## src/rtl/cbsm_pkg.sv

```systemverilog
// Package for the cartridge bank-switch mapper.
// Holds mapping-mode and target codes, shared structs and the slot reload table.
// No dependencies.
package cbsm_pkg;

   localparam int unsigned ADDR_W    = 13;
   localparam int unsigned DATA_W    = 8;
   localparam int unsigned TARGET_W  = 3;
   localparam int unsigned ROM_ADDR_W = 16;
   localparam int unsigned RAM_ADDR_W = 10;
   localparam int unsigned SLOT_W    = 6;
   localparam int unsigned SLOTS     = 4;
   localparam int unsigned CNT_W     = 4;
   localparam int unsigned CSR_IDX_W = 1;
   localparam int unsigned CSR_DATA_W = 4;
   localparam int unsigned SLICE_BYTES = 1024;
   localparam int unsigned RAM_CHUNK = 128;

   localparam logic [CSR_IDX_W-1:0] CSR_MAP_MODE  = 1'b0;
   localparam logic [CSR_IDX_W-1:0] CSR_SUPER_RAM = 1'b1;

   typedef enum logic [3:0] {
      MODE_2K  = 4'd0,
      MODE_4K  = 4'd1,
      MODE_8K  = 4'd2,
      MODE_12K = 4'd3,
      MODE_16K = 4'd4,
      MODE_32K = 4'd5,
      MODE_FIX = 4'd6,
      MODE_E0  = 4'd7,
      MODE_3F  = 4'd8,
      MODE_UA  = 4'd9,
      MODE_MN  = 4'd10,
      MODE_DC  = 4'd11,
      MODE_CV  = 4'd12
   } mode_type;

   typedef enum logic [TARGET_W-1:0] {
      TGT_NONE  = 3'd0,
      TGT_ROM   = 3'd1,
      TGT_RAMRD = 3'd2,
      TGT_RAMWR = 3'd3,
      TGT_HOT   = 3'd4,
      TGT_CNT   = 3'd5,
      TGT_IGN   = 3'd6
   } target_type;

   typedef struct packed {
      mode_type                         map_mode;
      logic                             super_ram_enable;
      logic [SLOTS-1:0][SLOT_W-1:0]     slot_base;
      logic [CNT_W-1:0]                 bank_counter;
   } map_state_type;

   typedef struct packed {
      logic                slot_we;
      logic [1:0]          slot_idx;
      logic [SLOT_W-1:0]   slot_val;
      logic                cnt_we;
      logic [CNT_W-1:0]    cnt_val;
   } map_update_type;

   typedef struct packed {
      target_type              target;
      logic [ROM_ADDR_W-1:0]   rom_address;
      logic [RAM_ADDR_W-1:0]   ram_address;
      logic [DATA_W-1:0]       read_value;
   } map_result_type;

   function automatic logic [SLOT_W-1:0] init_base(input mode_type m,
                                                   input logic [CNT_W-1:0] cnt);
      logic [SLOT_W-1:0] b;
      unique case (m)
         MODE_8K:  b = 6'd4;
         MODE_12K: b = 6'd8;
         MODE_16K: b = 6'd12;
         MODE_32K: b = 6'd28;
         MODE_E0:  b = 6'd7;
         MODE_3F:  b = 6'd6;
         MODE_UA:  b = 6'd4;
         MODE_MN:  b = 6'd14;
         MODE_DC:  b = {cnt, 2'b00};
         default:  b = 6'd0;
      endcase
      return b;
   endfunction

endpackage

```

## src/rtl/cbsm_if.sv

```systemverilog
// Valid/ready channel interfaces for the mapper: bus access in, decode result
// out, register writes. Depends on cbsm_pkg.
interface cbsm_req_if;
   logic                             valid;
   logic                             ready;
   logic                             action;
   logic [cbsm_pkg::ADDR_W-1:0]      bus_address;
   logic [cbsm_pkg::DATA_W-1:0]      write_value;
   modport source (output valid, action, bus_address, write_value, input ready);
   modport sink (input valid, action, bus_address, write_value, output ready);
endinterface

interface cbsm_rsp_if;
   logic                             valid;
   logic                             ready;
   logic [cbsm_pkg::TARGET_W-1:0]    target;
   logic [cbsm_pkg::ROM_ADDR_W-1:0]  rom_address;
   logic [cbsm_pkg::RAM_ADDR_W-1:0]  ram_address;
   logic [cbsm_pkg::DATA_W-1:0]      read_value;
   modport source (output valid, target, rom_address, ram_address, read_value,
                   input ready);
   modport sink (input valid, target, rom_address, ram_address, read_value,
                 output ready);
endinterface

interface cbsm_csr_if;
   logic                             valid;
   logic                             ready;
   logic [cbsm_pkg::CSR_IDX_W-1:0]   index;
   logic [cbsm_pkg::CSR_DATA_W-1:0]  data;
   modport source (output valid, index, data, input ready);
   modport sink (input valid, index, data, output ready);
endinterface

```

## src/rtl/cartridge_bank_switch_mapper.sv

```systemverilog
// Top level of the cartridge bank-switch mapper.
// Holds the access and result registers around the decode and state units.
// Depends on cbsm_pkg, cbsm_if, cbsm_state and cbsm_decode.
//
// Usage:
//   req_bus carries one CPU bus access (action, bus_address, write_value);
//   rsp_bus returns one decode item per access: target, ROM offset, RAM
//   offset and the byte the mapper drives. csr_bus writes map_mode (index 0)
//   and super_ram_enable (index 1); it is always ready, and a mode write
//   reloads the slot bases of that mode.
//   An accepted access is registered in the access register, decoded against
//   the slot bases and bank counter, and its result is loaded into the result
//   register. Throughput is one access per cycle while rsp_bus does not stall;
//   slot and counter updates land at the same edge as the result unless a
//   csr_bus write is taken at that edge, so the next access sees them.
//   Reset selects the 4K mode, clears the counter and super-chip enable and
//   loads the 4K slot bases. When rsp_bus stalls, the result register and
//   the access register both hold; req_bus ready drops once both are full.
module cartridge_bank_switch_mapper #(
   parameter int unsigned ROM_BYTES = 65536,
   parameter int unsigned RAM_BYTES = 1024
) (
   input  logic        clock,
   input  logic        reset,
   cbsm_req_if.sink    req_bus,
   cbsm_rsp_if.source  rsp_bus,
   cbsm_csr_if.sink    csr_bus
);

   logic                              s1_valid_ff, s1_valid_in;
   logic                              s1_action_ff, s1_action_in;
   logic [cbsm_pkg::ADDR_W-1:0]       s1_addr_ff, s1_addr_in;
   logic [cbsm_pkg::DATA_W-1:0]       s1_data_ff, s1_data_in;
   logic                              rsp_valid_ff, rsp_valid_in;
   cbsm_pkg::map_result_type          rsp_ff, rsp_in;
   logic                              req_acc;
   logic                              s1_adv;
   cbsm_pkg::map_state_type           state;
   cbsm_pkg::map_result_type          result;
   cbsm_pkg::map_update_type          upd;

   assign s1_adv        = s1_valid_ff && (!rsp_valid_ff || rsp_bus.ready);
   assign req_bus.ready = !s1_valid_ff || s1_adv;
   assign req_acc       = req_bus.valid && req_bus.ready;
   assign csr_bus.ready = 1'b1;

   cbsm_state u_state (
      .clock     (clock),
      .reset     (reset),
      .csr_we    (csr_bus.valid),
      .csr_index (csr_bus.index),
      .csr_data  (csr_bus.data),
      .upd_en    (s1_adv),
      .upd       (upd),
      .state     (state)
   );

   cbsm_decode #(
      .ROM_BYTES (ROM_BYTES),
      .RAM_BYTES (RAM_BYTES)
   ) u_decode (
      .action      (s1_action_ff),
      .bus_address (s1_addr_ff),
      .write_value (s1_data_ff),
      .state       (state),
      .result      (result),
      .upd         (upd)
   );

   always_comb begin
      s1_valid_in  = s1_valid_ff;
      s1_action_in = s1_action_ff;
      s1_addr_in   = s1_addr_ff;
      s1_data_in   = s1_data_ff;
      if (req_acc) begin
         s1_valid_in  = 1'b1;
         s1_action_in = req_bus.action;
         s1_addr_in   = req_bus.bus_address;
         s1_data_in   = req_bus.write_value;
      end else if (s1_adv) begin
         s1_valid_in = 1'b0;
      end
      rsp_valid_in = rsp_valid_ff;
      rsp_in       = rsp_ff;
      if (s1_adv) begin
         rsp_valid_in = 1'b1;
         rsp_in       = result;
      end else if (rsp_bus.ready) begin
         rsp_valid_in = 1'b0;
      end
   end

   always_ff @(posedge clock) begin
      if (reset) begin
         s1_valid_ff  <= 1'b0;
         rsp_valid_ff <= 1'b0;
      end else begin
         s1_valid_ff  <= s1_valid_in;
         rsp_valid_ff <= rsp_valid_in;
      end
      s1_action_ff <= s1_action_in;
      s1_addr_ff   <= s1_addr_in;
      s1_data_ff   <= s1_data_in;
      rsp_ff       <= rsp_in;
   end

   assign rsp_bus.valid       = rsp_valid_ff;
   assign rsp_bus.target      = rsp_ff.target;
   assign rsp_bus.rom_address = rsp_ff.rom_address;
   assign rsp_bus.ram_address = rsp_ff.ram_address;
   assign rsp_bus.read_value  = rsp_ff.read_value;

endmodule

```

## src/rtl/cbsm_state.sv

```systemverilog
// Mapper state: mode, super-chip enable, slot bases and bank counter.
// Takes register writes and per-item updates. Depends on cbsm_pkg.
module cbsm_state (
   input  logic                              clock,
   input  logic                              reset,
   input  logic                              csr_we,
   input  logic [cbsm_pkg::CSR_IDX_W-1:0]    csr_index,
   input  logic [cbsm_pkg::CSR_DATA_W-1:0]   csr_data,
   input  logic                              upd_en,
   input  cbsm_pkg::map_update_type          upd,
   output cbsm_pkg::map_state_type           state
);

   cbsm_pkg::map_state_type state_ff, state_in;
   cbsm_pkg::mode_type      new_mode;
   logic [cbsm_pkg::SLOT_W-1:0] new_base;

   always_comb begin
      if (csr_data > 4'(cbsm_pkg::MODE_CV)) begin
         new_mode = cbsm_pkg::MODE_FIX;
      end else begin
         new_mode = cbsm_pkg::mode_type'(csr_data);
      end
      new_base = cbsm_pkg::init_base(new_mode, state_ff.bank_counter);
   end

   always_comb begin
      state_in = state_ff;
      if (csr_we) begin
         unique case (csr_index)
            cbsm_pkg::CSR_MAP_MODE: begin
               state_in.map_mode  = new_mode;
               state_in.slot_base = {cbsm_pkg::SLOTS{new_base}};
            end
            cbsm_pkg::CSR_SUPER_RAM: begin
               state_in.super_ram_enable = csr_data[0];
            end
            default: begin
            end
         endcase
      end else if (upd_en) begin
         if (upd.slot_we) begin
            state_in.slot_base[upd.slot_idx] = upd.slot_val;
         end
         if (upd.cnt_we) begin
            state_in.bank_counter = upd.cnt_val;
         end
      end
   end

   always_ff @(posedge clock) begin
      if (reset) begin
         state_ff.map_mode         <= cbsm_pkg::MODE_4K;
         state_ff.super_ram_enable <= 1'b0;
         state_ff.bank_counter     <= '0;
         state_ff.slot_base        <= {cbsm_pkg::SLOTS{
                                         cbsm_pkg::init_base(cbsm_pkg::MODE_4K, '0)}};
      end else begin
         state_ff <= state_in;
      end
   end

   assign state = state_ff;

endmodule

```

## src/rtl/cbsm_decode.sv

```systemverilog
// Single-pass decode of one bus access against the current mapper state.
// Gives the result item and the state update. Depends on cbsm_pkg.
module cbsm_decode #(
   parameter int unsigned ROM_BYTES = 65536,
   parameter int unsigned RAM_BYTES = 1024
) (
   input  logic                             action,
   input  logic [cbsm_pkg::ADDR_W-1:0]      bus_address,
   input  logic [cbsm_pkg::DATA_W-1:0]      write_value,
   input  cbsm_pkg::map_state_type          state,
   output cbsm_pkg::map_result_type         result,
   output cbsm_pkg::map_update_type         upd
);

   localparam int unsigned ROM_TAB_N = 128;
   localparam int unsigned RAM_TAB_N = 8;
   localparam logic [cbsm_pkg::ROM_ADDR_W:0] ROM_LIM = (cbsm_pkg::ROM_ADDR_W + 1)'(ROM_BYTES);
   localparam logic [cbsm_pkg::RAM_ADDR_W:0] RAM_LIM = (cbsm_pkg::RAM_ADDR_W + 1)'(RAM_BYTES);

   logic [cbsm_pkg::ROM_ADDR_W-1:0] rom_tab [ROM_TAB_N];
   logic [cbsm_pkg::RAM_ADDR_W-1:0] ram_tab [RAM_TAB_N];

   for (genvar g = 0; g < ROM_TAB_N; g++) begin : g_rom_tab
      localparam int unsigned V = (g * cbsm_pkg::SLICE_BYTES) % ROM_BYTES;
      assign rom_tab[g] = cbsm_pkg::ROM_ADDR_W'(V);
   end

   for (genvar g = 0; g < RAM_TAB_N; g++) begin : g_ram_tab
      localparam int unsigned V = (g * cbsm_pkg::RAM_CHUNK) % RAM_BYTES;
      assign ram_tab[g] = cbsm_pkg::RAM_ADDR_W'(V);
   end

   cbsm_pkg::mode_type mode;
   logic [11:0]        off;
   logic [11:0]        hs_diff;
   logic               hs_hit;
   cbsm_pkg::map_update_type hs_upd;
   logic [cbsm_pkg::CNT_W-1:0] cnt_next;
   logic [1:0]         slot_idx;
   logic [1:0]         low_hi;
   logic [6:0]         k;
   logic [cbsm_pkg::ROM_ADDR_W:0] rom_sum;
   logic [cbsm_pkg::ROM_ADDR_W-1:0] rom_mod;
   logic [cbsm_pkg::RAM_ADDR_W-1:0] ram_raw;
   logic [cbsm_pkg::RAM_ADDR_W:0]   ram_sum;
   logic [cbsm_pkg::RAM_ADDR_W-1:0] ram_mod;

   assign mode     = state.map_mode;
   assign off      = bus_address[11:0];
   assign cnt_next = state.bank_counter + 4'd1;

   // hotspot match per mode
   always_comb begin
      hs_hit  = 1'b0;
      hs_upd  = '0;
      hs_diff = '0;
      case (mode)
         cbsm_pkg::MODE_8K: begin
            hs_diff = off - 12'hFF8;
            hs_hit  = (off >= 12'hFF8) && (off <= 12'hFF9);
         end
         cbsm_pkg::MODE_12K: begin
            hs_diff = off - 12'hFF8;
            hs_hit  = (off >= 12'hFF8) && (off <= 12'hFFA);
         end
         cbsm_pkg::MODE_16K: begin
            hs_diff = off - 12'hFF6;
            hs_hit  = (off >= 12'hFF6) && (off <= 12'hFF9);
         end
         cbsm_pkg::MODE_32K: begin
            hs_diff = off - 12'hFF4;
            hs_hit  = (off >= 12'hFF4) && (off <= 12'hFFB);
         end
         default: begin
         end
      endcase
      hs_upd.slot_we  = hs_hit;
      hs_upd.slot_idx = 2'd0;
      hs_upd.slot_val = {1'b0, hs_diff[2:0], 2'b00};
      case (mode)
         cbsm_pkg::MODE_E0: begin
            hs_hit          = (off >= 12'hFE0) && (off <= 12'hFF7);
            hs_upd.slot_we  = hs_hit;
            hs_upd.slot_idx = off[4:3];
            hs_upd.slot_val = {3'b000, off[2:0]};
         end
         cbsm_pkg::MODE_MN: begin
            hs_hit          = (off >= 12'hFE0) && (off <= 12'hFE7);
            hs_upd.slot_we  = hs_hit;
            hs_upd.slot_idx = 2'd0;
            hs_upd.slot_val = {2'b00, off[2:0], 1'b0};
         end
         cbsm_pkg::MODE_DC: begin
            hs_hit          = (off == 12'hFF0);
            hs_upd.slot_we  = hs_hit;
            hs_upd.slot_idx = 2'd0;
            hs_upd.slot_val = {cnt_next, 2'b00};
            hs_upd.cnt_we   = hs_hit;
            hs_upd.cnt_val  = cnt_next;
         end
         default: begin
         end
      endcase
   end

   // ROM offset: slot base plus offset within the slot, wrapped to ROM size
   always_comb begin
      unique case (mode) inside
         cbsm_pkg::MODE_2K, cbsm_pkg::MODE_3F, cbsm_pkg::MODE_MN, cbsm_pkg::MODE_CV: begin
            slot_idx = {1'b0, off[11]};
            low_hi   = {1'b0, off[10]};
         end
         cbsm_pkg::MODE_E0: begin
            slot_idx = off[11:10];
            low_hi   = 2'd0;
         end
         default: begin
            slot_idx = 2'd0;
            low_hi   = off[11:10];
         end
      endcase
      k       = {1'b0, state.slot_base[slot_idx]} + {5'b0, low_hi};
      rom_sum = {1'b0, rom_tab[k]} + (cbsm_pkg::ROM_ADDR_W + 1)'(off[9:0]);
      if (rom_sum >= ROM_LIM) begin
         rom_mod = cbsm_pkg::ROM_ADDR_W'(rom_sum - ROM_LIM);
      end else begin
         rom_mod = cbsm_pkg::ROM_ADDR_W'(rom_sum);
      end
   end

   // RAM offset wrapped to RAM size
   always_comb begin
      ram_sum = {1'b0, ram_tab[ram_raw[9:7]]} + (cbsm_pkg::RAM_ADDR_W + 1)'(ram_raw[6:0]);
      if (ram_sum >= RAM_LIM) begin
         ram_mod = cbsm_pkg::RAM_ADDR_W'(ram_sum - RAM_LIM);
      end else begin
         ram_mod = cbsm_pkg::RAM_ADDR_W'(ram_sum);
      end
   end

   always_comb begin
      result  = '0;
      upd     = '0;
      ram_raw = '0;
      if (mode == cbsm_pkg::MODE_3F && action && bus_address < 13'h0040) begin
         result.target = cbsm_pkg::TGT_HOT;
         upd.slot_we   = 1'b1;
         upd.slot_idx  = 2'd0;
         upd.slot_val  = {3'b000, write_value[1:0], 1'b0};
      end else if (mode == cbsm_pkg::MODE_UA && bus_address >= 13'h0200
                   && bus_address <= 13'h027F) begin
         result.target = cbsm_pkg::TGT_HOT;
         upd.slot_we   = 1'b1;
         upd.slot_idx  = 2'd0;
         upd.slot_val  = bus_address[6] ? 6'd4 : 6'd0;
      end else if (!bus_address[12]) begin
         result.target = cbsm_pkg::TGT_NONE;
      end else if (state.super_ram_enable && action && off < 12'h080) begin
         result.target = cbsm_pkg::TGT_RAMWR;
         ram_raw       = {3'b000, off[6:0]};
      end else if (state.super_ram_enable && !action && off >= 12'h080
                   && off <= 12'h0FF) begin
         result.target = cbsm_pkg::TGT_RAMRD;
         ram_raw       = {3'b000, off[6:0]};
      end else if (mode == cbsm_pkg::MODE_12K && action && off < 12'h100) begin
         result.target = cbsm_pkg::TGT_RAMWR;
         ram_raw       = {2'b00, off[7:0]};
      end else if (mode == cbsm_pkg::MODE_12K && !action && off[11:8] == 4'h1) begin
         result.target = cbsm_pkg::TGT_RAMRD;
         ram_raw       = {2'b00, off[7:0]};
      end else if (mode == cbsm_pkg::MODE_CV && !action && off < 12'h400) begin
         result.target = cbsm_pkg::TGT_RAMRD;
         ram_raw       = off[9:0];
      end else if (mode == cbsm_pkg::MODE_CV && action && off[11:10] == 2'b01) begin
         result.target = cbsm_pkg::TGT_RAMWR;
         ram_raw       = off[9:0];
      end else if (hs_hit) begin
         result.target = cbsm_pkg::TGT_HOT;
         upd           = hs_upd;
      end else if (mode == cbsm_pkg::MODE_DC && off == 12'hFEC && !action) begin
         result.target     = cbsm_pkg::TGT_CNT;
         result.read_value = {4'b0000, state.bank_counter};
      end else if (action) begin
         result.target = cbsm_pkg::TGT_IGN;
      end else begin
         result.target      = cbsm_pkg::TGT_ROM;
         result.rom_address = rom_mod;
      end
      if (result.target == cbsm_pkg::TGT_RAMRD || result.target == cbsm_pkg::TGT_RAMWR) begin
         result.ram_address = ram_mod;
      end
   end

endmodule
```

## src/flat_wrapper.sv

```systemverilog
// flat-port wrapper written by rule: the top's interface ports become plain ports
module cartridge_bank_switch_mapper_flat 
#(
   parameter int unsigned ROM_BYTES = 65536,
   parameter int unsigned RAM_BYTES = 1024
)
  (clock, reset, req_bus_valid, req_bus_action, req_bus_bus_address, req_bus_write_value, req_bus_ready, rsp_bus_valid, rsp_bus_target, rsp_bus_rom_address, rsp_bus_ram_address, rsp_bus_read_value, rsp_bus_ready, csr_bus_valid, csr_bus_index, csr_bus_data, csr_bus_ready);
  cbsm_req_if req_bus_i ();
  cbsm_rsp_if rsp_bus_i ();
  cbsm_csr_if csr_bus_i ();
  input  logic clock;
  input  logic reset;
  input wire logic [$bits(req_bus_i.valid)-1:0] req_bus_valid;
  input wire logic [$bits(req_bus_i.action)-1:0] req_bus_action;
  input wire logic [$bits(req_bus_i.bus_address)-1:0] req_bus_bus_address;
  input wire logic [$bits(req_bus_i.write_value)-1:0] req_bus_write_value;
  output wire logic [$bits(req_bus_i.ready)-1:0] req_bus_ready;
  output wire logic [$bits(rsp_bus_i.valid)-1:0] rsp_bus_valid;
  output wire logic [$bits(rsp_bus_i.target)-1:0] rsp_bus_target;
  output wire logic [$bits(rsp_bus_i.rom_address)-1:0] rsp_bus_rom_address;
  output wire logic [$bits(rsp_bus_i.ram_address)-1:0] rsp_bus_ram_address;
  output wire logic [$bits(rsp_bus_i.read_value)-1:0] rsp_bus_read_value;
  input wire logic [$bits(rsp_bus_i.ready)-1:0] rsp_bus_ready;
  input wire logic [$bits(csr_bus_i.valid)-1:0] csr_bus_valid;
  input wire logic [$bits(csr_bus_i.index)-1:0] csr_bus_index;
  input wire logic [$bits(csr_bus_i.data)-1:0] csr_bus_data;
  output wire logic [$bits(csr_bus_i.ready)-1:0] csr_bus_ready;
  assign req_bus_i.valid = req_bus_valid;
  assign req_bus_i.action = req_bus_action;
  assign req_bus_i.bus_address = req_bus_bus_address;
  assign req_bus_i.write_value = req_bus_write_value;
  assign req_bus_ready = req_bus_i.ready;
  assign rsp_bus_valid = rsp_bus_i.valid;
  assign rsp_bus_target = rsp_bus_i.target;
  assign rsp_bus_rom_address = rsp_bus_i.rom_address;
  assign rsp_bus_ram_address = rsp_bus_i.ram_address;
  assign rsp_bus_read_value = rsp_bus_i.read_value;
  assign rsp_bus_i.ready = rsp_bus_ready;
  assign csr_bus_i.valid = csr_bus_valid;
  assign csr_bus_i.index = csr_bus_index;
  assign csr_bus_i.data = csr_bus_data;
  assign csr_bus_ready = csr_bus_i.ready;
  cartridge_bank_switch_mapper #(.ROM_BYTES(ROM_BYTES), .RAM_BYTES(RAM_BYTES)) u_core (.clock(clock), .reset(reset), .req_bus(req_bus_i), .rsp_bus(rsp_bus_i), .csr_bus(csr_bus_i));
endmodule
```

## config.mk

```make
export PLATFORM = sky130hd
export DESIGN_NAME = cartridge_bank_switch_mapper_flat
export DESIGN_NICKNAME = d
export VERILOG_FILES = /design/src/rtl/cbsm_pkg.sv /design/src/rtl/cbsm_if.sv /design/src/rtl/cartridge_bank_switch_mapper.sv /design/src/rtl/cbsm_state.sv /design/src/rtl/cbsm_decode.sv /design/src/flat_wrapper.sv
export SDC_FILE = /design/constraint.sdc
export NUM_CORES = 1
export LEC_CHECK = 0
export ABC_AREA = 1
export BUFFER_PORTS_ARGS = -buffer_cell sky130_fd_sc_hd__buf_2
export CORE_ASPECT_RATIO = 1.1
export CORE_MARGIN = 5
export CORE_UTILIZATION = 41
export DETAILED_ROUTE_END_ITERATION = 16
export SYNTH_ARGS = -nofsm -noshare
export SYNTH_HDL_FRONTEND = slang
export SYNTH_SLANG_ARGS = --single-unit
export TNS_END_PERCENT = 1
```

## constraint.sdc

```tcl
create_clock -name clock -period 3.6 [get_ports clock]
set_clock_uncertainty 0.1 [all_clocks]
set_input_delay 0.72 -clock clock [delete_from_list [all_inputs] [get_ports clock]]
set_output_delay 0.72 -clock clock [all_outputs]
set_load 0.01 [all_outputs]
```

==> results.cfg <==
[yosys]
seq_area_frac_synth_pct = 44.62
synth_area_mm2 = 0.004868
synth_top_family_by_area = simple AND/OR/NAND/NOR gates
synth_ff_type = edfxtp_1
synth_compound_area_share_pct = 10.31
syn_inst = 607
muxShareOfSynthArea_pct = 0
yosysWarnings = 0
syn_area_per_cell_um2 = 8.020
synth-xor-area-share_pct = 0.3598
async_reset_ff_share_pct = 0
synthSimpleGateAreaFrac_pct = 33.56
synth-seq-cells = 84
synth_edf_count = 49
synthAdderAreaFrac_pct = 1.953
yosysUniqueCellTypes = 47

[die]
std_cell_rows = 41
die_area_mm2 = 0.01416
core_mm2 = 0.01154
ios = 72
die_y_um = 124.3
chipWidth_um = 113.9
initial_utilization_pct = 42.18

[critical_path]
path_max_fanout = 20
cpMaxStageDelayCell = nand2_1
crit_path_start_kind = register
crit_path_frequent_cell = a21oi_1
required_ps = 3570
r2r.worst_path.cells = 15
worstSetupEndpointType = register
worstPathCellList = inv_2, nor2_1, nand3_1, o21ai_1, nand2_1, nand2_1, o21ai_0, a21oi_1, a21oi_1, ha_1, fa_1, inv_1, nor2_1, nand3b_1, a21oi_1
arrival_ps = 3040
crit_path_max_incr_delay_ps = 430
worstSetupPathType = register to register
rrSetupSlack_ps = 530

[grt]
grt_max_degree = 34
grt_pass1_vias = 3986
antenna_found_initial = 0
grt_overflow = 0
grt_pass1_wl_um = 19690
grt.total_usage_pct = 17.32

[clocking]
cts_tree = built
numCtsBuffers = 9
post_cts_buffers = 0
postCtsHoldBufs = 0
worstSkewPairLatency_ps = 340
clock_path_buffers = 2
clk_pin_slew_ps = 60
cts-resized-gates = 0
cts_sinks = 84
ctsHtreeMaxLevel = 3
root_buffer = clkbuf_16

[layout]
finalNetCount = 705
area_growth_pct = 13.49
antenna_cells = 0
final_core_util_pct = 47.87
drive_gt1_share_pct = 20.86
nFillCells = 1153

[power]
peakVddDrop_v = 0.0001896
p_leak_nw = 2.305
p_per_area_mw_per_mm2 = 404.1

[worst_hold_path]
min_path_type = register to register
hold_path_depth = 2

[drt]
wl_per_cell_um = 14.74
drc = 0
vias = 4196
final_antenna_net_count = 0
drt-initial-drc-count = 241
first_pass_iters = 5
avgViaCountPerCell = 5.111
wirelength_um = 12100

[timing]
hold_viol = 0
final_max_slew_viol_count = 0
period_share_pct = 85.25
setup_viol = 0
rsz0062_at_grt = false
timing.fmax_ghz = 0.3258
period_minus_slack_ps = 3069
tightest_slew_ps = 846.8
finalSetupTns_ps = 0
slew_headroom_pct = 43.48

[outcome]
status = finished, final reports clean

[placed_design]
portBuffers = 60
dp_hpwl_um = 9269
place_congestion = 0.9322

[job]
maxCapViolCount = 0
flip-flops by register name, indices dropped and copies added (netlist names):
signal	cells
u_core.rsp_bus.rom_address	16
u_core.u_state.state	33
u_core.rsp_bus.valid	1
u_core.s1_valid_ff	1
u_core.s1_addr_ff	13
u_core.rsp_bus.ram_address	10
u_core.s1_data_ff	2
u_core.s1_action_ff	1
u_core.rsp_bus.target	3
u_core.rsp_bus.read_value	4
cell usage after synthesis, types with 13 or more instances:
cell	count	area, um^2
nand2_2	14	87.58
nor2_1	75	281.5
nand4_1	13	81.33
dfxtp_1	35	700.7
nand2_1	121	454.2
a21oi_1	38	190.2
nand3_1	45	225.2
nor2_4	15	168.9
nor3_1	18	90.09
o21ai_0	22	110.1
inv_1	69	259.0
edfxtp_1	49	1471
metal layers:
layer  vias to the layer above  global-route usage, %  wire (um)
met2                       128                  27.83       5576
met5                         -                      0          0
li1                       2123                      -          -
met1                      1930                  23.80       5589
met3                        15                  2.332        726
met4                         0                  6.150        209
cell families after synthesis:
family / Yosys count
simple gates: 329
buf+inv: 98
compound gates: 85
flops: 84
fa+ha+maj: 7
xor+xnor: 2
other cells: 2
worst max-delay path: cells and delay by family (launching register included):
family / cells / cell delay, ps
fa+ha+maj: 2 / 580
buf+inv: 2 / 140
compound gates: 5 / 640
simple gates: 6 / 960
flops: 1 / 360
final timing paths:
path | from | to
worst max-delay path | u_core.u_state.state[32] | u_core.rsp_bus.rom_address[14]
worst min-delay path | u_core.u_state.state[3] | u_core.u_state.state[3]
worst max register to register | u_core.u_state.state[32] | u_core.rsp_bus.rom_address[14]
worst min register to register | u_core.u_state.state[3] | u_core.u_state.state[3]
area by class of cell:
type	count	area, um^2	share of cell area, %
Multi-Input combinational cell	428	2267	41.03
Sequential cell	84	2172	39.31
Timing Repair Buffer	64	330.3	5.978
Inverter	79	299.0	5.412
Clock buffer	10	229.0	4.144
Tap cell	150	187.7	3.397
Clock inverter	6	40.04	0.7246
power by group:
part / total, mW / switching (mW) / internal [mW] / leakage, nW
Combinational: 0.275 / 0.186 / 0.0889 / 1.44
Clock: 0.846 / 0.380 / 0.466 / 0.123
Sequential: 1.11 / 0.0396 / 1.07 / 0.747
Total: 2.23 / 0.606 / 1.63 / 2.30
metrics by stage:
step	instances	hold WS, ps	setup slack [ps]	instance area (um^2)	power (mW)
2_1_floorplan	610	334.9	1010	4880	1.322
3_3_place_gp	805	355.9	616.9	5256	1.402
3_5_place_dp	805	361.3	547.4	5256	1.406
4_1_cts	821	370.8	529.7	5525	2.251
5_1_grt	821	405.4	213.6	5525	2.329
6_report	821	367.4	531.1	5525	2.233
placed cells by master, fill, tap and decap left out, types with 4 or more instances in the layout:
master,synthesis,final
a21oi_1,38,38
buf_2,4,60
buf_4,7,4
clkbuf_16,0,9
conb_1,2,5
dfxtp_1,35,35
edfxtp_1,49,49
ha_1,6,6
inv_1,69,69
inv_2,9,9
nand2_1,121,121
nand2_2,14,14
nand3_1,45,45
nand3b_1,4,4
nand4_1,13,13
nor2_1,75,75
nor2_2,8,8
nor2_4,15,15
nor3_1,18,18
o211ai_1,7,7
o21ai_0,22,22
(Power assumes the default switching activity.)
